--- src/fetl_pkg.sv ---
// ----------------------------------------------------------------------------
// fetl_pkg
// Shared types, constants and helpers of the file extension type lookup unit.
// ----------------------------------------------------------------------------
package fetl_pkg;

    // default sizes
    localparam int TABLE_ENTRIES_DEF = 64;
    localparam int KEY_CHARS_DEF     = 10;

    // field widths
    localparam int OP_W    = 2;
    localparam int ENTRY_W = 6;
    localparam int POS_W   = 4;
    localparam int CHAR_W  = 8;
    localparam int LEN_W   = 4;
    localparam int CFG_W   = 7;

    // configuration port
    localparam int ADDR_W = 3;
    localparam int DATA_W = 32;
    localparam logic [ADDR_W-1:0] ADDR_ENTRIES_IN_USE = 3'd0;

    // separator of the extension
    localparam logic [CHAR_W-1:0] DOT_CHAR = 8'h2E;

    // item operation codes
    typedef enum logic [OP_W-1:0] {
        OP_KEY_CHAR  = 2'd0,
        OP_KEY_LEN   = 2'd1,
        OP_NAME_CHAR = 2'd2,
        OP_END_NAME  = 2'd3
    } t_op;

    // search token handed from cell to cell
    typedef struct packed {
        logic valid;
        logic eligible;
        logic hit;
    } t_token;

    // key table write, broadcast to all cells
    typedef struct packed {
        logic               char_en;
        logic               len_en;
        logic [ENTRY_W-1:0] entry;
        logic [POS_W-1:0]   pos;
        logic [CHAR_W-1:0]  chr;
        logic [LEN_W-1:0]   len;
    } t_key_wr;

    // map 'A'..'Z' to 'a'..'z', keep every other byte
    function automatic logic [CHAR_W-1:0] fetl_lower(input logic [CHAR_W-1:0] c);
        logic [CHAR_W-1:0] r;
        r = c;
        if (c >= 8'h41 && c <= 8'h5A) begin
            r = c + 8'h20;
        end
        return r;
    endfunction

endpackage

--- src/fetl_ext.sv ---
// ----------------------------------------------------------------------------
// fetl_ext
// Extension collector: keeps the lower-cased characters after the last dot
// and, at the end of a name, freezes them and launches a search token.
// ----------------------------------------------------------------------------
module fetl_ext #(
    parameter int KEY_CHARS = fetl_pkg::KEY_CHARS_DEF
) (
    input  logic                                     i_clk,
    input  logic                                     i_rst_n,
    input  logic                                     i_name_en,
    input  logic                                     i_end_en,
    input  logic [fetl_pkg::CHAR_W-1:0]              i_char,
    input  logic                                     i_adv,
    output fetl_pkg::t_token                         o_q_tok,
    output logic [KEY_CHARS-1:0][fetl_pkg::CHAR_W-1:0] o_q_chars,
    output logic [$clog2(KEY_CHARS+1)-1:0]           o_q_count
);
    localparam int CW = $clog2(KEY_CHARS + 1);

    logic [KEY_CHARS-1:0][fetl_pkg::CHAR_W-1:0] r_ext;
    logic [CW-1:0]                              r_count;
    logic                                       r_too_long;
    logic                                       r_dot_seen;
    logic [KEY_CHARS-1:0][fetl_pkg::CHAR_W-1:0] r_q_chars;
    logic [CW-1:0]                              r_q_count;
    fetl_pkg::t_token                           r_q_tok;
    logic [fetl_pkg::CHAR_W-1:0]                w_lc;
    logic                                       w_is_dot;
    logic                                       w_has_room;

    // lower-case the incoming character
    always_comb begin
        w_lc       = fetl_pkg::fetl_lower(i_char);
        w_is_dot   = (w_lc == fetl_pkg::DOT_CHAR);
        w_has_room = (32'(r_count) < KEY_CHARS);
    end

    // extension characters, written at the fill position
    always_ff @(posedge i_clk) begin
        if (i_name_en && !w_is_dot && w_has_room) begin
            for (int j = 0; j < KEY_CHARS; j++) begin
                if (CW'(j) == r_count) begin
                    r_ext[j] <= w_lc;
                end
            end
        end
    end

    // fill count and name flags
    always_ff @(posedge i_clk) begin
        if (!i_rst_n) begin
            r_count    <= '0;
            r_too_long <= 1'b0;
            r_dot_seen <= 1'b0;
        end else if (i_end_en) begin
            r_count    <= '0;
            r_too_long <= 1'b0;
            r_dot_seen <= 1'b0;
        end else if (i_name_en) begin
            if (w_is_dot) begin
                r_dot_seen <= 1'b1;
                r_count    <= '0;
                r_too_long <= 1'b0;
            end else if (w_has_room) begin
                r_count <= r_count + CW'(1);
            end else begin
                r_too_long <= 1'b1;
            end
        end
    end

    // frozen extension for the search
    always_ff @(posedge i_clk) begin
        if (i_end_en) begin
            r_q_chars <= r_ext;
            r_q_count <= r_count;
        end
    end

    // launch token, held until the first cell takes it
    always_ff @(posedge i_clk) begin
        if (!i_rst_n) begin
            r_q_tok <= '0;
        end else if (i_end_en) begin
            r_q_tok.valid    <= 1'b1;
            r_q_tok.eligible <= r_dot_seen && !r_too_long && (r_count != '0);
            r_q_tok.hit      <= 1'b0;
        end else if (i_adv) begin
            r_q_tok.valid <= 1'b0;
        end
    end

    assign o_q_tok   = r_q_tok;
    assign o_q_chars = r_q_chars;
    assign o_q_count = r_q_count;

endmodule

--- config.mk ---
export PLATFORM = sky130hd
export DESIGN_NAME = fetl_ext
export DESIGN_NICKNAME = d
export VERILOG_FILES = /design/src/fetl_pkg.sv /design/src/fetl_ext.sv
export SDC_FILE = /design/constraint.sdc
export NUM_CORES = 1
export LEC_CHECK = 0
export ABC_AREA = 1
export CORE_MARGIN = 5
export CORE_UTILIZATION = 30
export DETAILED_ROUTE_END_ITERATION = 10
export DONT_BUFFER_PORTS = 1
export PLACE_DENSITY_LB_ADDON = 0.3
export SETUP_SLACK_MARGIN = 0.3
export SLEW_MARGIN = 20
export SYNTH_ARGS = -nofsm -noshare
export SYNTH_HDL_FRONTEND = slang
export SYNTH_SLANG_ARGS = --single-unit
export TNS_END_PERCENT = 20
--- constraint.sdc ---
create_clock -name i_clk -period 2.8 [get_ports i_clk]
set_clock_uncertainty 0.05 [all_clocks]
set_input_delay 0.56 -clock i_clk [delete_from_list [all_inputs] [get_ports i_clk]]
set_output_delay 0.56 -clock i_clk [all_outputs]
set_load 0.05 [all_outputs]
After elaboration in Yosys (flattened, before gate mapping)
Index checks and enable logic that the tools add are counted.
W data, S select, Z words.
- output and inout port bits: 87
- input bits: 13
- logic and storage cells: 75
- flip-flop bits (word level): 172
- magnitude comparators: 3
- reduce and logical (&&, ||, !) cells: 25
- mux-type cells: 7
- eq/ne operators: 11
- bitwise operators: 1
- add/sub/neg operators: 2
- operators by type and width (cell ; number):
    $reduce_and A2 Y1 ; 13
    $eq A3 B4 Y1 const A ; 4
    $add A8 B6 Y8 const B ; 1
    $eq A2 B4 Y1 const A ; 2
    $eq A4 B4 Y1 const A ; 2
    $eq A8 B6 Y1 const B ; 1
    $ge A8 B7 Y1 const B ; 1
    $le A8 B7 Y1 const B ; 1
    $mux W4 ; 2
    $mux W8 ; 1
    $logic_and A1 B1 Y1 ; 5
    $add A4 B1 Y4 const B ; 1
    $eq A1 B4 Y1 const A ; 1
    $logic_not A4 Y1 ; 1
    $lt A4 B4 Y1 const B ; 1
    $mux W1 ; 4
    $reduce_bool A2 Y1 ; 2
    $reduce_bool A4 Y1 ; 1
    $logic_not A1 Y1 ; 2
    $ne A2 B2 Y1 const B ; 1
    $reduce_or A2 Y1 ; 1
    $not A1 Y1 ; 1

Depth between registers and ports, before layout
- depth in word-level cells: 8
- depth in mapped cells: 12

Least setup slack after synthesis
Ideal clock, no wire load.
- path type: in2reg
- from: input i_char[5] (netlist bit)
- to: register r_ext[32] (netlist bit), enable pin
- cell stages on the path: 8
- arrival time: 2.024 ns
- buffers on the path: 0
- path slack: 0.342 ns
- path through: inv_1 nand3_1 nor2_2 nand3_1 nand2_1 nand3b_4 nand2_4 nor3_1
- word-level cells in the longest chain between the ends: 8
- ends and longest elaborated chain (what ; line ; RTL):
    start: declaration ; fetl_ext.sv:13 ; input logic [fetl_pkg::CHAR_W-1:0] i_char,
    $ge A8 B7 Y1 / $le A8 B7 Y1 (equally long branches) ; fetl_pkg.sv:56 ; if (c >= 8'h41 && c <= 8'h5A) begin
    $logic_and A1 B1 Y1 ; fetl_pkg.sv:56 ;
    $mux W8 (*) ; fetl_pkg.sv:56 ;
    via w_lc, one bit ; fetl_ext.sv:28 ; logic [fetl_pkg::CHAR_W-1:0] w_lc;
    $eq A8 B6 Y1 (*) ; fetl_ext.sv:35 ; w_is_dot = (w_lc == fetl_pkg::DOT_CHAR);
    $logic_not A1 Y1 (*) ; fetl_ext.sv:41 ; if (i_name_en && !w_is_dot && w_has_room) begin
    $logic_and A1 B1 Y1 (*) (2 in a row) ; fetl_ext.sv:41 ;
    $reduce_and A2 Y1 (no line) (*) ; -- ;
    end signal: indexed assignment ; fetl_ext.sv:44 ; r_ext[j] <= w_lc;
    end: declaration ; fetl_ext.sv:21 ; logic [KEY_CHARS-1:0][fetl_pkg::CHAR_W-1:0] r_ext;
The timed path passes the listed nets; every way through them passes the cells marked *.
A chain may end at the register's enable or synchronous reset.

Final worst setup path
- from: register r_count[2]
- to: register r_ext[37] (netlist bit), enable pin
- word-level cells in the longest chain between the ends: 3
- ends and longest elaborated chain (what ; line ; RTL):
    start: declaration ; fetl_ext.sv:22 ; logic [CW-1:0] r_count;
    start signal: assignment ; fetl_ext.sv:66 ; r_count <= r_count + CW'(1);
    $lt A4 B4 Y1 ; fetl_ext.sv:36 ; w_has_room = (32'(r_count) < KEY_CHARS);
    $logic_and A1 B1 Y1 ; fetl_ext.sv:41 ;
    $reduce_and A2 Y1 (no line) (*) ; -- ;
Mark *: on every way between the ends. The rest lies on a longest branch, timed or not.

==> metrics <==
Area Overhead vs Synth 15.9%; diode count 0; Hold Crit Class in2reg; sequential power share 58.7%; peak supply drop 394 uV; first-pass GRT wire length 15,000 microns; die area 21,500 sq um; RSZ-0062 raised after global routing no; NetSw 1.16 mW; hold buffer count at CTS 0; Routed WL 10,500 microns; Slew HR 58.5%; Ys Warns 0; global placement routability congestion 0.765; Root Driver clkbuf_16; vias per cell 4.17; clk slew on worst S/H paths 0.07 ns; core area 18,500 sq um; Leak Pwr 2.18 nW; CTS sink cnt 172; Initial Util 30.2%; placed cell area 5960 sq um; Avg Synthesized Cell Area 21.0 sq um; max cap viols 0; Resized Gates After CTS 0; combinational share of power 1.1%; Syn Std Cell Area 5590 sq um; switching share of power 22.3%; Setup Viol. Count Final 0; Vias 2,258; Yosys reg bits 172; H-tree depth 4; Hold Slack 0.181 ns; Post-DP HPWL 6580 microns; worst slew pin tran 0.621 ns; syn_nets 284; CTS Buf Count 17; setup ws final 0.863 ns; Die Y 146 microns; critical-path maximum fanout 8; Final Instance Area 6480 sq um; Overflow after GRT 0; status finished, final reports clean; commonest non-fill, non-tap cell in the layout edfxtp_1; setup TNS 0 ns; Die X 146 microns; Worst EP arrival 2.01 ns; remaining antenna violation count 0; fin crit period 1.94 ns; Post-Layout Cell Count 541; GRT Util Overall 10.0%; buffer count from post-CTS setup fixing 0; # DRC 0; Worst setup EP type register; Internal Power 4.02 mW; Critical Path Source Type register; top-area cell type share of the netlist area 88.1%; most frequent cells in the layout 164 x edfxtp_1, 20 x inv_1, 17 x clkbuf_16, 14 x nand3_1, 12 x nor2_1; clock tree buffer depth 2; DP Cell Count 510; initial DRC count 196; CTS tree yes; Hold Fails Final Rpt 0; row count 50; Worst-Skew Late Latency 0.42 ns; drt first pass iters 4; share of layout cells above drive strength 1 16.0%; initial antenna violation count 0; Ports 100; DR WL/cell 19.4 microns; max-slew violation total from the final report 0; Fmax 516 MHz; final net count 313; maximum number of pins on one net before global-route repair 89; Syn Inst Count 266; Pwr Density 799 nW/um^2; Synth area leader edfxtp_1; Tcrit/Tclk final 69.2%; vias in the first global route 2,258; Final Power 5.17 mW; Port Buf Inserts 0; post-place setup slack 0.527 ns; critical path data required time 2.88 ns; ranking of synthesized cells by area edfxtp_1 88%, dfxtp_1 2.9%, inv_1 1.3%, nand3_1 1.3%, ha_1 1.1%; clock power share 40.2%; WS Path Type reg2reg; post-layout utilization of the core 35.0%; fill cell count 1,728; register area share after synthesis 91.0%; synth unique cells 21
-- cells by family (layout without fill, tap and decap cells) --
logic type	after synthesis	after routing	synth area share [%]
other cells	1	1	0.0671
fa+ha+maj	5	5	1.12
xor+xnor	2	2	0.313
compound gates	12	12	1.14
flops	172	172	91.0
simple gates	52	52	4.84
buf+inv	22	63	1.54
-- critical path: stages, from the launching register on --
cell	delay, ns
dfxtp_1	0.41
inv_1	0.11
a21oi_1	0.09
nor2_1	0.40
nand2_4	0.15
nor3_1	0.22
buf_4	0.22
-- registers in the layout (all words and copies together), names as in the netlist --
register,count
o_q_chars,80
r_too_long,1
r_ext,80
o_q_tok,2
o_q_count,4
r_dot_seen,1
r_count,4
-- Yosys cell counts, drive strengths merged --
library cell / number
conb: 1
nor2: 13
dfxtp: 8
inv: 21
xor2: 2
buf: 1
edfxtp: 164
nand3b: 1
o21ai: 3
nand3: 15
nand2: 16
a21oi: 9
ha: 5
nor3: 6
nand4: 1
-- layout make-up --
cell class,count,area [sq um],area share [%]
sequential,172,5080,78.5
multi-input combinational,72,418,6.45
clock buffer,17,425,6.57
tap,234,293,4.52
timing repair buffer,11,82.6,1.27
clock inverter,14,96.3,1.49
inverter,21,78.8,1.22
-- path summary, 6_finish.rpt --
| check | start | to | slack, ns | depth (start not counted) |
|---|---|---|---|---|
| setup / recovery | r_count[2] | r_ext[37] | 0.86 | 6 |
| hold / removal | i_char[3] | r_ext[3] | 0.18 | 0 |
| setup reg to reg | r_count[2] | r_ext[37] | 0.86 | 6 |
| hold reg to reg | r_ext[15] | o_q_chars[15] | 0.37 | 0 |
-- power by group through the flow --
stage	Sequential, mW	Clock (mW)	Combinational, mW
2_1_floorplan	3.08	0	0.0400
3_3_place_gp	3.09	0	0.0584
3_5_place_dp	3.09	0	0.0600
4_1_cts	3.04	2.14	0.0604
5_1_grt	3.04	2.25	0.0671
6_report	3.04	2.08	0.0594
-- metal layers --
metal	routed length, microns	global-route usage, %	vias up
met3	760	4.41	20
li1	-	-	1054
met1	4320	11.5	1104
met5	0	0	-
met4	292	5.60	0
met2	5100	15.7	80
Power figures use the tool's default switching activity.
