==> src/fetl_pkg.sv <==
// ----------------------------------------------------------------------------
// fetl_pkg
// Shared types, constants and helpers of the file extension type lookup unit.
// ----------------------------------------------------------------------------
package fetl_pkg;

    // default sizes
    localparam int TABLE_ENTRIES_DEF = 64;
    localparam int KEY_CHARS_DEF     = 10;

    // field widths
    localparam int OP_W    = 2;
    localparam int ENTRY_W = 6;
    localparam int POS_W   = 4;
    localparam int CHAR_W  = 8;
    localparam int LEN_W   = 4;
    localparam int CFG_W   = 7;

    // configuration port
    localparam int ADDR_W = 3;
    localparam int DATA_W = 32;
    localparam logic [ADDR_W-1:0] ADDR_ENTRIES_IN_USE = 3'd0;

    // separator of the extension
    localparam logic [CHAR_W-1:0] DOT_CHAR = 8'h2E;

    // item operation codes
    typedef enum logic [OP_W-1:0] {
        OP_KEY_CHAR  = 2'd0,
        OP_KEY_LEN   = 2'd1,
        OP_NAME_CHAR = 2'd2,
        OP_END_NAME  = 2'd3
    } t_op;

    // search token handed from cell to cell
    typedef struct packed {
        logic valid;
        logic eligible;
        logic hit;
    } t_token;

    // key table write, broadcast to all cells
    typedef struct packed {
        logic               char_en;
        logic               len_en;
        logic [ENTRY_W-1:0] entry;
        logic [POS_W-1:0]   pos;
        logic [CHAR_W-1:0]  chr;
        logic [LEN_W-1:0]   len;
    } t_key_wr;

    // map 'A'..'Z' to 'a'..'z', keep every other byte
    function automatic logic [CHAR_W-1:0] fetl_lower(input logic [CHAR_W-1:0] c);
        logic [CHAR_W-1:0] r;
        r = c;
        if (c >= 8'h41 && c <= 8'h5A) begin
            r = c + 8'h20;
        end
        return r;
    endfunction

endpackage

==> src/fetl_cell.sv <==
// ----------------------------------------------------------------------------
// fetl_cell
// One table entry: holds its key and length, compares them with the frozen
// extension as the search token passes and hands the token to the next cell.
// ----------------------------------------------------------------------------
module fetl_cell #(
    parameter int CELL_INDEX    = 0,
    parameter int TABLE_ENTRIES = fetl_pkg::TABLE_ENTRIES_DEF,
    parameter int KEY_CHARS     = fetl_pkg::KEY_CHARS_DEF
) (
    input  logic                                       i_clk,
    input  logic                                       i_rst_n,
    input  logic                                       i_adv,
    input  fetl_pkg::t_key_wr                          i_wr,
    input  logic [$clog2(TABLE_ENTRIES+1)-1:0]         i_limit,
    input  logic [KEY_CHARS-1:0][fetl_pkg::CHAR_W-1:0] i_q_chars,
    input  logic [$clog2(KEY_CHARS+1)-1:0]             i_q_count,
    input  fetl_pkg::t_token                           i_tok,
    input  logic [((TABLE_ENTRIES > 1) ? $clog2(TABLE_ENTRIES) : 1)-1:0] i_idx,
    output fetl_pkg::t_token                           o_tok,
    output logic [((TABLE_ENTRIES > 1) ? $clog2(TABLE_ENTRIES) : 1)-1:0] o_idx
);
    localparam int CW = $clog2(KEY_CHARS + 1);
    localparam int IW = (TABLE_ENTRIES > 1) ? $clog2(TABLE_ENTRIES) : 1;

    logic [KEY_CHARS-1:0][fetl_pkg::CHAR_W-1:0] r_key;
    logic [CW-1:0]                              r_len;
    fetl_pkg::t_token                           r_tok;
    logic [IW-1:0]                              r_idx;
    fetl_pkg::t_token                           n_tok;
    logic [IW-1:0]                              n_idx;
    logic                                       w_sel;
    logic                                       w_key_eq;
    logic                                       w_hit;

    assign w_sel = (32'(i_wr.entry) == CELL_INDEX);

    // key characters, no reset
    always_ff @(posedge i_clk) begin
        if (i_wr.char_en && w_sel) begin
            for (int j = 0; j < KEY_CHARS; j++) begin
                if (32'(i_wr.pos) == j) begin
                    r_key[j] <= i_wr.chr;
                end
            end
        end
    end

    // key length, zero marks the entry unused
    always_ff @(posedge i_clk) begin
        if (!i_rst_n) begin
            r_len <= '0;
        end else if (i_wr.len_en && w_sel) begin
            r_len <= (32'(i_wr.len) > KEY_CHARS) ? CW'(KEY_CHARS) : CW'(i_wr.len);
        end
    end

    // compare key with the frozen extension
    always_comb begin
        w_key_eq = (r_len == i_q_count);
        for (int j = 0; j < KEY_CHARS; j++) begin
            if ((CW'(j) < i_q_count) && (r_key[j] != i_q_chars[j])) begin
                w_key_eq = 1'b0;
            end
        end
        w_hit = i_tok.valid && i_tok.eligible && !i_tok.hit
                && (CELL_INDEX < 32'(i_limit)) && w_key_eq;
        n_tok     = i_tok;
        n_tok.hit = i_tok.hit | w_hit;
        n_idx     = w_hit ? IW'(CELL_INDEX) : i_idx;
    end

    // token stage toward the next cell
    always_ff @(posedge i_clk) begin
        if (!i_rst_n) begin
            r_tok <= '0;
        end else if (i_adv) begin
            r_tok <= n_tok;
        end
    end

    always_ff @(posedge i_clk) begin
        if (i_adv) begin
            r_idx <= n_idx;
        end
    end

    assign o_tok = r_tok;
    assign o_idx = r_idx;

endmodule

==> config.mk <==
export PLATFORM = sky130hd
export DESIGN_NAME = fetl_cell
export DESIGN_NICKNAME = d
export VERILOG_FILES = /design/src/fetl_pkg.sv /design/src/fetl_cell.sv
export SDC_FILE = /design/constraint.sdc
export NUM_CORES = 1
export LEC_CHECK = 0
export BUFFER_PORTS_ARGS = -buffer_cell sky130_fd_sc_hd__buf_2
export CORE_AREA = 2 2 86 129
export DETAILED_ROUTE_END_ITERATION = 10
export DIE_AREA = 0 0 88 131
export GPL_TIMING_DRIVEN = 0
export PLACE_DENSITY = 0.67
export SYNTH_ARGS = -nofsm -noshare
export SYNTH_HDL_FRONTEND = slang
export SYNTH_SLANG_ARGS = --single-unit
export TNS_END_PERCENT = 30
==> constraint.sdc <==
create_clock -name i_clk -period 2.5 [get_ports i_clk]
set_input_delay 0.625 -clock i_clk [delete_from_list [all_inputs] [get_ports i_clk]]
set_output_delay 0.625 -clock i_clk [all_outputs]
set_load 0.01 [all_outputs]
Yosys cells after proc, flatten, opt, wreduce, memory -nomap -nowiden
Cells that the tools add are included.
{"block": "op_classes", "reduce_logical": 29, "muxes": 11, "bitwise_logic": 1, "order_cmp": 12, "n_eq_ne": 20}
{"cell": "!= test 8 bit", "n": 10}
{"cell": "AND reduction 2 bit", "n": 10}
{"cell": "== test 4 x 3 -> 1 bit, second input constant", "n": 4}
{"cell": "logical AND 1 bit", "n": 16}
{"cell": "less-than comparator 3 x 4 -> 1 bit, first input constant", "n": 4}
{"cell": "two-way mux 1 bit", "n": 10}
{"cell": "== test 4 x 2 -> 1 bit, second input constant", "n": 2}
{"cell": "== test 4 bit, second input constant", "n": 2}
{"cell": "less-than comparator 1 x 4 -> 1 bit, first input constant", "n": 2}
{"cell": "less-than comparator 2 x 4 -> 1 bit, first input constant", "n": 2}
{"cell": "less-than comparator 4 bit, first input constant", "n": 2}
{"cell": "less-than comparator 1 x 7 -> 1 bit, first input constant", "n": 1}
{"cell": "logical NOT 6 bit", "n": 1}
{"cell": "== test 4 x 1 -> 1 bit, second input constant", "n": 1}
{"cell": "== test 4 bit", "n": 1}
{"cell": "greater-than comparator 4 bit, second input constant", "n": 1}
{"cell": "logical NOT 4 bit", "n": 1}
{"cell": "two-way mux 4 bit", "n": 1}
{"cell": "logical NOT 1 bit", "n": 1}
{"cell": "OR 1 bit", "n": 1}
{"block": "totals", "out_inout_bits": 9, "input_bits": 127, "regBits": 93, "wordCells": 88}

Logic depth before layout (Yosys ltp)
Gate-level depths: netlist of the first run.
{"block": "logic_depth", "ltp_word": 14, "mapped_depth": 7, "depth_no_buf": 6}

Worst setup path before layout of the first run
OpenSTA, ideal clock, no wires.
{"block": "synth_timing", "path_kind": "input to register", "from": "in i_wr[19] (netlist name)", "to": "reg r_key[10] (netlist name), enable pin", "arrival_ns": 2.229, "setup_ns": 0.383, "n_path_buf": 0, "path_slack_ns": -0.113, "required_ns": 2.117, "cell_stages": 4, "path_cell_list": "or4_1 nor4_1 nand3_1 nor3_1"}
{"block": "synth_between", "elab_chain_len": 3}
{"element": "from (decl)", "line_no": "fetl_cell.sv:14", "text": "input fetl_pkg::t_key_wr i_wr,"}
{"element": "logical NOT 6 bit", "line_no": "fetl_cell.sv:36", "text": "assign w_sel = (32'(i_wr.entry) == CELL_INDEX);"}
{"element": "logical AND 1 bit", "line_no": "fetl_cell.sv:40", "text": "if (i_wr.char_en && w_sel) begin"}
{"element": "AND reduction 2 bit (no source line)"}
{"element": "to (signal, indexed assignment)", "line_no": "fetl_cell.sv:43", "text": "r_key[j] <= i_wr.chr;"}
{"element": "to (decl)", "line_no": "fetl_cell.sv:26", "text": "logic [KEY_CHARS-1:0][fetl_pkg::CHAR_W-1:0] r_key;"}
No other way between the ends.
A chain may end at the register's enable or synchronous reset.

Final worst setup path of the first run
{"block": "layout_timing", "from": "in i_wr[19] (netlist name)", "to": "reg r_key[46] (netlist name), enable pin"}
Same word-level chain as after synthesis.

==> Flow_metrics.wiki, run 1 <==
{| class="wikitable"
! Metric !! Value
|-
| Mean number of vias per cell || 4.771
|-
| Setup-failing EPs final || 0
|-
| All-Layer GR Usage || 17.16%
|-
| Congestion Overflow GR || 0
|-
| Insertion delay to the later sink of the worst-skew pair || 0.34 ns
|-
| Standard-cell rows || 46
|-
| Delay-heaviest family, CP || simple AND/OR/NAND/NOR gates
|-
| Placer's final routability congestion estimate || 0.8340
|-
| Maximum fanout along the worst path || 8
|-
| Leakage power || 1.967 nW
|-
| Count of buffering cells on the critical path with inverters included || 1
|-
| Kind of capture point of the worst setup path || register
|-
| Number of global-route vias before repair || 2775
|-
| Boundary pin count || 136
|-
| Startpoint-to-endpoint class of the critical path || in2reg
|-
| Critical path, cell by cell || buf_2 -> or4_1 -> nor4_1 -> nand3_1 -> nor2_1
|-
| Synthesized net count || 407
|-
| Port bufs || 132
|-
| Antenna cell count || 0
|-
| Worst voltage drop across the vdd grid || 321.5 uV
|-
| Maximum level of the CTS H-tree || 3
|-
| Number of design rule violations left after detail routing || 0
|-
| Cell depth of the worst hold path || 2
|-
| Router iterations before antenna repair || 4
|-
| Fill cell total of the finished layout || 903
|-
| Number of distinct library cell variants in the gate-level netlist after synthesis || 34
|-
| Mean instance size in the synthesized netlist || 14.55 um2
|-
| Synthesis-to-layout area growth || 28.13%
|-
| Antenna Violating Nets Remaining || 0
|-
| Combined flip-flop and latch cell area || 2723 um2
|-
| Final Hold Viols || 0
|-
| Library cell used as clock root buffer || sky130_fd_sc_hd__clkbuf_16
|-
| DIE AREA || 11530 um2
|-
| Status || finished, final reports clean
|-
| Cell Pwr Density || 627.1 nW/um2
|-
| TritonCTS sink count || 93
|-
| Maximum clock skew at final layout || 0.006122 ns
|-
| CTS Buffer Depth || 2
|-
| Starting density of the core || 39.11%
|-
| Core area || 10420 um2
|-
| Total count of max-transition violations in the final report || 0
|-
| Pin count of the biggest net entering global routing || 15
|-
| Final critical-path setup slack || 0.01969 ns
|-
| Worst setup timing slack at the placement stage || -0.5380 ns
|-
| Fmax || 403.2 MHz
|-
| Vertical die dimension || 131 um
|-
| Cell count after synthesis || 280
|-
| Non-filler instance count after layout || 572
|-
| Startpoint Class || primary input
|-
| Comb power frac || 8.1%
|-
| Slowest cell on crit path || sky130_fd_sc_hd__nor2_1
|-
| Share of total power consumed by net switching || 20.41%
|-
| Final Critical Period || 2.480 ns
|-
| Worst Reg2Reg Path Length in Cells || 6
|-
| Share of total power in sequential cells || 52.3%
|-
| Clock transition at the register clock pins on the worst setup and hold paths after CTS || 0.06 ns
|-
| DP Wirelength || 7.231 mm
|-
| # Max-Cap Violations || 0
|-
| Switching power || 0.6682 mW
|-
| Num CTS Buffers || 9
|-
| Wire length of the first global-routing pass || 13.97 mm
|-
| Final design utilization || 50.11%
|-
| # Post-CTS Setup Buffers || 0
|-
| Relative slew margins || 53.18%
|-
| Number of antenna violations at the first check in global routing || 0
|-
| Multi-input combinational cell area || 1356 um2
|-
| Post-Synthesis Cell Area || 4074 um2
|-
| Max stage delay on crit path || 0.59 ns
|-
| Total via count after detailed routing || 2729
|-
| Count of placed standard cells including taps || 556
|-
| Die W || 88 um
|-
| Critical path arrival || 2.45 ns
|-
| Data required time at the worst endpoint || 2.47 ns
|-
| Unrepaired setup endpoints after global routing || true
|-
| Aggregate routed wire length || 9.485 mm
|-
| CTS tree || built
|-
| P_int || 2.605 mW
|-
| Worst hold-check path type || reg2reg
|-
| Layout cells sized above 1 || 35.98%
|-
| Routed length per instance || 16.58 um
|-
| Part of the total power dissipated in the clock network || 39.6%
|-
| Starting DRT DRC Count || 140
|-
| Final net count || 550
|-
| Actual transition at the worst max-transition pin || 0.6997 ns
|-
| Number of storage elements in the synthesis netlist || 93
|-
| Stages on worst setup path || 5
|-
| Share of synthesized area occupied by flip-flops and latches || 66.83%
|-
| Ratio of final minimum period to clock period || 99.21%
|-
| Number of warning messages in the yosys log || 0
|}
through the flow:
stage | TNS [ns] | hold WS (ns) | power [mW] | cell area (um2)
floorplan | -0.6525 | 0.4535 | 1.839 | 4079
global placement | -20.88 | 0.4679 | 2.010 | 4920
detailed placement | -21.86 | 0.4793 | 2.015 | 4920
CTS | 0 | 0.5036 | 3.305 | 5209
global route | -2.159 | 0.5336 | 3.394 | 5220
finish | 0 | 0.4998 | 3.274 | 5220
state kept, by name (all words and copies together) (netlist names):
signal  cells
r_len       4
o_idx       6
o_tok       3
r_key      80
power by group through the flow:
stage | registers (mW) | logic, mW | clock network (mW)
finish | 1.71 | 0.265 | 1.29
global route | 1.71 | 0.293 | 1.39
CTS | 1.71 | 0.270 | 1.32
detailed placement | 1.75 | 0.269 | 0
floorplan | 1.75 | 0.0851 | 0
global placement | 1.75 | 0.263 | 0
layout make-up:
type | instances | area share [%]
Buffer | 3 | 0.2397
Clock buffer | 11 | 4.458
Clock inverter | 5 | 0.9827
Inverter | 1 | 0.07191
Multi-Input combinational cell | 183 | 25.98
Sequential cell | 93 | 52.16
Tap cell | 144 | 3.452
Timing Repair Buffer | 132 | 12.66
synthesized netlist by cell type:
library cell	n	area share (%)
sky130_fd_sc_hd__nor3_1	3	0.37
sky130_fd_sc_hd__mux2i_1	2	0.49
sky130_fd_sc_hd__nor4_2	2	0.61
sky130_fd_sc_hd__a211oi_1	1	0.18
sky130_fd_sc_hd__a21boi_0	2	0.37
sky130_fd_sc_hd__clkbuf_1	2	0.18
sky130_fd_sc_hd__a21oi_1	9	1.1
sky130_fd_sc_hd__o21ai_0	3	0.37
sky130_fd_sc_hd__nand2_1	9	0.83
sky130_fd_sc_hd__nand2b_1	4	0.61
sky130_fd_sc_hd__nand4b_1	1	0.22
sky130_fd_sc_hd__o21ai_1	1	0.12
sky130_fd_sc_hd__nand3b_1	1	0.18
sky130_fd_sc_hd__a2111oi_2	1	0.37
sky130_fd_sc_hd__a31oi_1	1	0.15
sky130_fd_sc_hd__nand3_1	4	0.49
sky130_fd_sc_hd__edfxtp_1	86	63
sky130_fd_sc_hd__nor3b_1	1	0.18
sky130_fd_sc_hd__and2_1	7	1.1
sky130_fd_sc_hd__dfxtp_1	7	3.4
sky130_fd_sc_hd__buf_2	1	0.12
sky130_fd_sc_hd__a22oi_1	1	0.18
sky130_fd_sc_hd__xnor2_1	11	2.4
sky130_fd_sc_hd__inv_1	1	0.092
sky130_fd_sc_hd__xor2_1	73	16
sky130_fd_sc_hd__or4_1	1	0.18
sky130_fd_sc_hd__nor2b_1	3	0.46
sky130_fd_sc_hd__o21a_1	2	0.37
sky130_fd_sc_hd__nor4_1	19	2.9
sky130_fd_sc_hd__nor2_1	12	1.1
sky130_fd_sc_hd__o32ai_1	1	0.22
sky130_fd_sc_hd__o31ai_1	2	0.37
sky130_fd_sc_hd__nor3_4	1	0.40
sky130_fd_sc_hd__nand4_1	5	0.77
worst min-delay path, stage by stage, from the launching register on:
cell,delay [ns]
sky130_fd_sc_hd__dfxtp_1,0.32
sky130_fd_sc_hd__nand2_1,0.05
sky130_fd_sc_hd__a21boi_0,0.07
metal layers:
layer | wire (um) | track usage, % | vias up | share of wire [%]
li1 | - | - | 1316 | -
met2 | 5132 | 31.37 | 104 | 54
met4 | 293 | 8.235 | 0 | 3.1
met5 | 0 | 0 | - | 0
met1 | 3485 | 18.04 | 1288 | 37
met3 | 573 | 4.334 | 21 | 6.0
cells in the final DEF (no fill, tap or decap), types with 2 or more instances in the layout:
master,instances
sky130_fd_sc_hd__xor2_1,73
sky130_fd_sc_hd__nor2_2,2
sky130_fd_sc_hd__clkbuf_1,4
sky130_fd_sc_hd__and2_1,7
sky130_fd_sc_hd__nand3_1,4
sky130_fd_sc_hd__nor3_2,2
sky130_fd_sc_hd__edfxtp_1,86
sky130_fd_sc_hd__nand4_1,5
sky130_fd_sc_hd__nor4_1,18
sky130_fd_sc_hd__clkinv_1,2
sky130_fd_sc_hd__xnor2_1,11
sky130_fd_sc_hd__o21a_1,2
sky130_fd_sc_hd__o31ai_1,2
sky130_fd_sc_hd__nand2b_1,4
sky130_fd_sc_hd__nor2_1,10
sky130_fd_sc_hd__buf_2,133
sky130_fd_sc_hd__nand2_1,9
sky130_fd_sc_hd__dfxtp_1,7
sky130_fd_sc_hd__mux2i_1,2
sky130_fd_sc_hd__nor4_2,3
sky130_fd_sc_hd__a21boi_0,2
sky130_fd_sc_hd__a21oi_1,9
sky130_fd_sc_hd__nor2b_1,3
sky130_fd_sc_hd__clkbuf_16,9
sky130_fd_sc_hd__o21ai_0,3
path summary, 6_finish.rpt:
| kind | start | to | slack, ns |
|---|---|---|---|
| max | i_wr[19] | r_key[46]$_DFFE_PP_ | 0.02 |
| min reg2reg | r_len[0]$_SDFFE_PN0P_ | r_len[0]$_SDFFE_PN0P_ | 0.50 |
| min | r_len[0]$_SDFFE_PN0P_ | r_len[0]$_SDFFE_PN0P_ | 0.50 |
| max reg2reg | r_key[4]$_DFFE_PP_ | o_idx[1]$_SDFFCE_PP0P_ | 0.26 |
repair_timing:
action	4_1_cts	5_1_grt
gates resized for setup	1	3
setup endpoints to repair	8	46
hold buffers	0	0
cell families (layout without fill, tap and decap cells):
group / Yosys count / after routing / share of synthesized area [%]
xor+xnor: 84 / 84 / 18.06
mux: 2 / 2 / 0.4914
flops: 93 / 93 / 66.83
compound gates: 24 / 24 / 3.808
buf+inv: 4 / 152 / 0.3991
simple gates: 73 / 73 / 10.41
Power figures use the tool's default switching activity.
==> run 2, diff against run 1 <==
--- a/config.mk
+++ b/config.mk
@@ -7,6 +7,7 @@
 export LEC_CHECK = 0
 export BUFFER_PORTS_ARGS = -buffer_cell sky130_fd_sc_hd__buf_2
 export CORE_AREA = 2 2 86 129
+export CTS_BUF_LIST = sky130_fd_sc_hd__clkbuf_4 sky130_fd_sc_hd__clkbuf_8 sky130_fd_sc_hd__clkbuf_16
 export DETAILED_ROUTE_END_ITERATION = 10
 export DIE_AREA = 0 0 88 131
 export GPL_TIMING_DRIVEN = 0
==> run 2 against run 1 <==
Compared with the run above:
- routed wire length about the same
- largest cell class unchanged
- sequential cell count stayed put
- fmax about the same
- total power grew 0.67%
- combinational power hardly changed
- non-clock buffer count did not move
- worst setup slack hardly changed
==> Flow_metrics.wiki, run 2 (synthesis gave the netlist of run 1 again) <==
{| class="wikitable"
! Metric !! Value
|-
| Status || finished, final reports clean
|-
| Wire length of the first global-routing pass || 13.97 mm (about the same)
|-
| Cell Pwr Density || 630.4 nW/um2 (+0.52%)
|-
| Congestion Overflow GR || 0 (unchanged)
|-
| Fin Setup TNS || 0 ns (unchanged)
|-
| Unrepaired setup endpoints after global routing || true
|-
| Library cell used as clock root buffer || sky130_fd_sc_hd__clkbuf_16
|-
| CTS tree || built
|-
| Startpoint of the lowest-slack hold path || r_len[0]$_SDFFE_PN0P_
|-
| Fmax || 403.2 MHz (about the same)
|-
| Starting density of the core || 39.11% (unchanged)
|-
| Maximum clock skew at final layout || 0.006443 ns (+0.0003204 ns)
|-
| Relative slew margins || 53.18% (unchanged)
|-
| DP Wirelength || 7.231 mm (unchanged)
|-
| Antenna cell count || 0 (unchanged)
|-
| Maximum fanout along the worst path || 8 (unchanged)
|-
| Standard-cell rows || 46 (unchanged)
|-
| Max stage delay on crit path || 0.59 ns (about the same)
|-
| Crit path launch || i_wr[19]
|-
| Setup-failing EPs final || 0 (unchanged)
|-
| CTS Buffer Depth || 2 (unchanged)
|-
| Startpoint-to-endpoint class of the critical path || in2reg
|-
| Max FFs per register || 80 (unchanged)
|-
| Count of buffering cells on the critical path with inverters included || 1 (unchanged)
|-
| Insertion delay to the later sink of the worst-skew pair || 0.34 ns (about the same)
|-
| Area after DPL || 4920 um2 (unchanged)
|-
| Total count of max-transition violations in the final report || 0 (unchanged)
|-
| Combined flip-flop and latch cell area || 2723 um2 (unchanged)
|-
| Final net count || 550 (unchanged)
|-
| Mean number of vias per cell || 4.778 (+0.15%)
|-
| Placer's final routability congestion estimate || 0.8340 (unchanged)
|-
| # Post-CTS Setup Buffers || 0 (unchanged)
|-
| Register bank with the most flops || r_key
|-
| TritonCTS sink count || 93 (unchanged)
|-
| Critical path arrival || 2.45 ns (about the same)
|-
| Worst voltage drop across the vdd grid || 321.6 uV (about the same)
|-
| Final Critical Period || 2.480 ns (-0.00003980 ns)
|-
| Number of antenna violations at the first check in global routing || 0 (unchanged)
|-
| Core area || 10420 um2 (unchanged)
|-
| Non-Filler Cell Area, Final || 5228 um2 (+0.14%)
|-
| Boundary pin count || 136 (unchanged)
|-
| Num CTS Buffers || 9 (unchanged)
|-
| Router iterations before antenna repair || 4 (unchanged)
|-
| Synthesis-to-layout area growth || 28.32%
|-
| Slowest cell on crit path || sky130_fd_sc_hd__nor2_1
|-
| Number of global-route vias before repair || 2774 (-0.036%)
|-
| Die W || 88 um (unchanged)
|-
| Final Hold Viols || 0 (unchanged)
|-
| Data required time at the worst endpoint || 2.47 ns (about the same)
|-
| DIE AREA || 11530 um2 (unchanged)
|-
| Number of design rule violations left after detail routing || 0 (unchanged)
|-
| Total via count after detailed routing || 2733 (+0.15%)
|-
| Critical path, cell by cell || buf_2 -> or4_1 -> nor4_1 -> nand3_1 -> nor2_1
|-
| Vertical die dimension || 131 um (unchanged)
|-
| Antenna Violating Nets Remaining || 0 (unchanged)
|-
| Leakage power || 1.974 nW (+0.35%)
|-
| Ratio of final minimum period to clock period || 99.21% (about the same)
|-
| All-Layer GR Usage || 17.16% (unchanged)
|-
| Worst hold-check path type || reg2reg
|-
| Startpoint Class || primary input
|-
| Multi-input combinational cell area || 1356 um2 (unchanged)
|-
| Fill cell total of the finished layout || 903 (unchanged)
|-
| Layout cells sized above 1 || 36.45% (+0.47 points)
|-
| Startpoint of the most critical register-to-register path || r_key[4]$_DFFE_PP_
|-
| Maximum level of the CTS H-tree || 3 (unchanged)
|-
| Port bufs || 132 (unchanged)
|-
| Commonest non-fill, non-tap cell in the layout || sky130_fd_sc_hd__buf_2
|-
| # Max-Cap Violations || 0 (unchanged)
|-
| Most used cells in the layout excluding fill and tap cells || sky130_fd_sc_hd__buf_2, sky130_fd_sc_hd__edfxtp_1, sky130_fd_sc_hd__xor2_1
|-
| Clock transition at the register clock pins on the worst setup and hold paths after CTS || 0.06 ns (about the same)
|-
| Aggregate routed wire length || 9.480 mm (about the same)
|-
| Pin count of the biggest net entering global routing || 15 (unchanged)
|-
| Actual transition at the worst max-transition pin || 0.6997 ns (unchanged)
|-
| Delay-heaviest family, CP || simple AND/OR/NAND/NOR gates
|-
| Final Hold Slack || 0.4998 ns (unchanged)
|-
| Routed length per instance || 16.57 um (about the same)
|-
| Starting DRT DRC Count || 145 (+3.6%)
|-
| Kind of capture point of the worst setup path || register
|}
-- run 2: stage by stage --
| stage | power [mW] | utilization, % | worst slack (ns) | instances |
|---|---|---|---|---|
| 2_1_floorplan | 1.839 | - | -0.08156 | 280 |
| 3_3_place_gp | 2.010 | 47.23 | -0.5534 | 556 |
| 3_5_place_dp | 2.015 | 47.23 | -0.5380 | 556 |
| 4_1_cts | 3.326 | 50.07 | 0.03555 | 572 |
| 5_1_grt | 3.416 | 50.18 | -0.1061 | 572 |
| 6_report | 3.295 | 50.18 | 0.01973 | 572 |
-- run 2: worst paths after layout --
check | to | slack (ns) | depth (start not counted)
setup reg to reg | o_idx[1]$_SDFFCE_PP0P_ | 0.26 | 6
hold / removal | r_len[0]$_SDFFE_PN0P_ | 0.50 | 2
hold reg to reg | r_len[0]$_SDFFE_PN0P_ | 0.50 | 2
setup / recovery | r_key[46]$_DFFE_PP_ | 0.02 | 5
-- run 2: power by group --
group | switching (mW) | internal [mW]
clock network | 0.527 | 0.790
logic | 0.138 | 0.128
registers | 0.00325 | 1.71
total | 0.668 | 2.63
-- run 2: layer usage --
layer	share of wire (%)	GRT usage, %
met1	37	18.04
met2	54	31.37
met3	6.0	4.334
met4	3.1	8.235
met5	0	0
-- run 2: cell type report --
class | instances | share of cell area, %
sequential | 93 | 52.08
multi-input combinational | 183 | 25.95
timing repair buffer | 132 | 12.64
clock buffer | 11 | 4.595
tap | 144 | 3.447
clock inverter | 5 | 0.9813
buffer | 3 | 0.2393
inverter | 1 | 0.07180
-- run 2: worst min-delay path: cells and delay by family (launching register included) --
family           cells  cell delay, ns
AND/OR/NAND/NOR      1            0.05
flip-flops           1            0.32
AO/OA/AOI/OAI        1            0.07
-- run 2: repair_timing --
item | CTS | global route
endpoints found under the setup margin | 8 | 46
cloned | 0 | 0
hold buffers | 0 | 0
resized for setup | 1 | 3
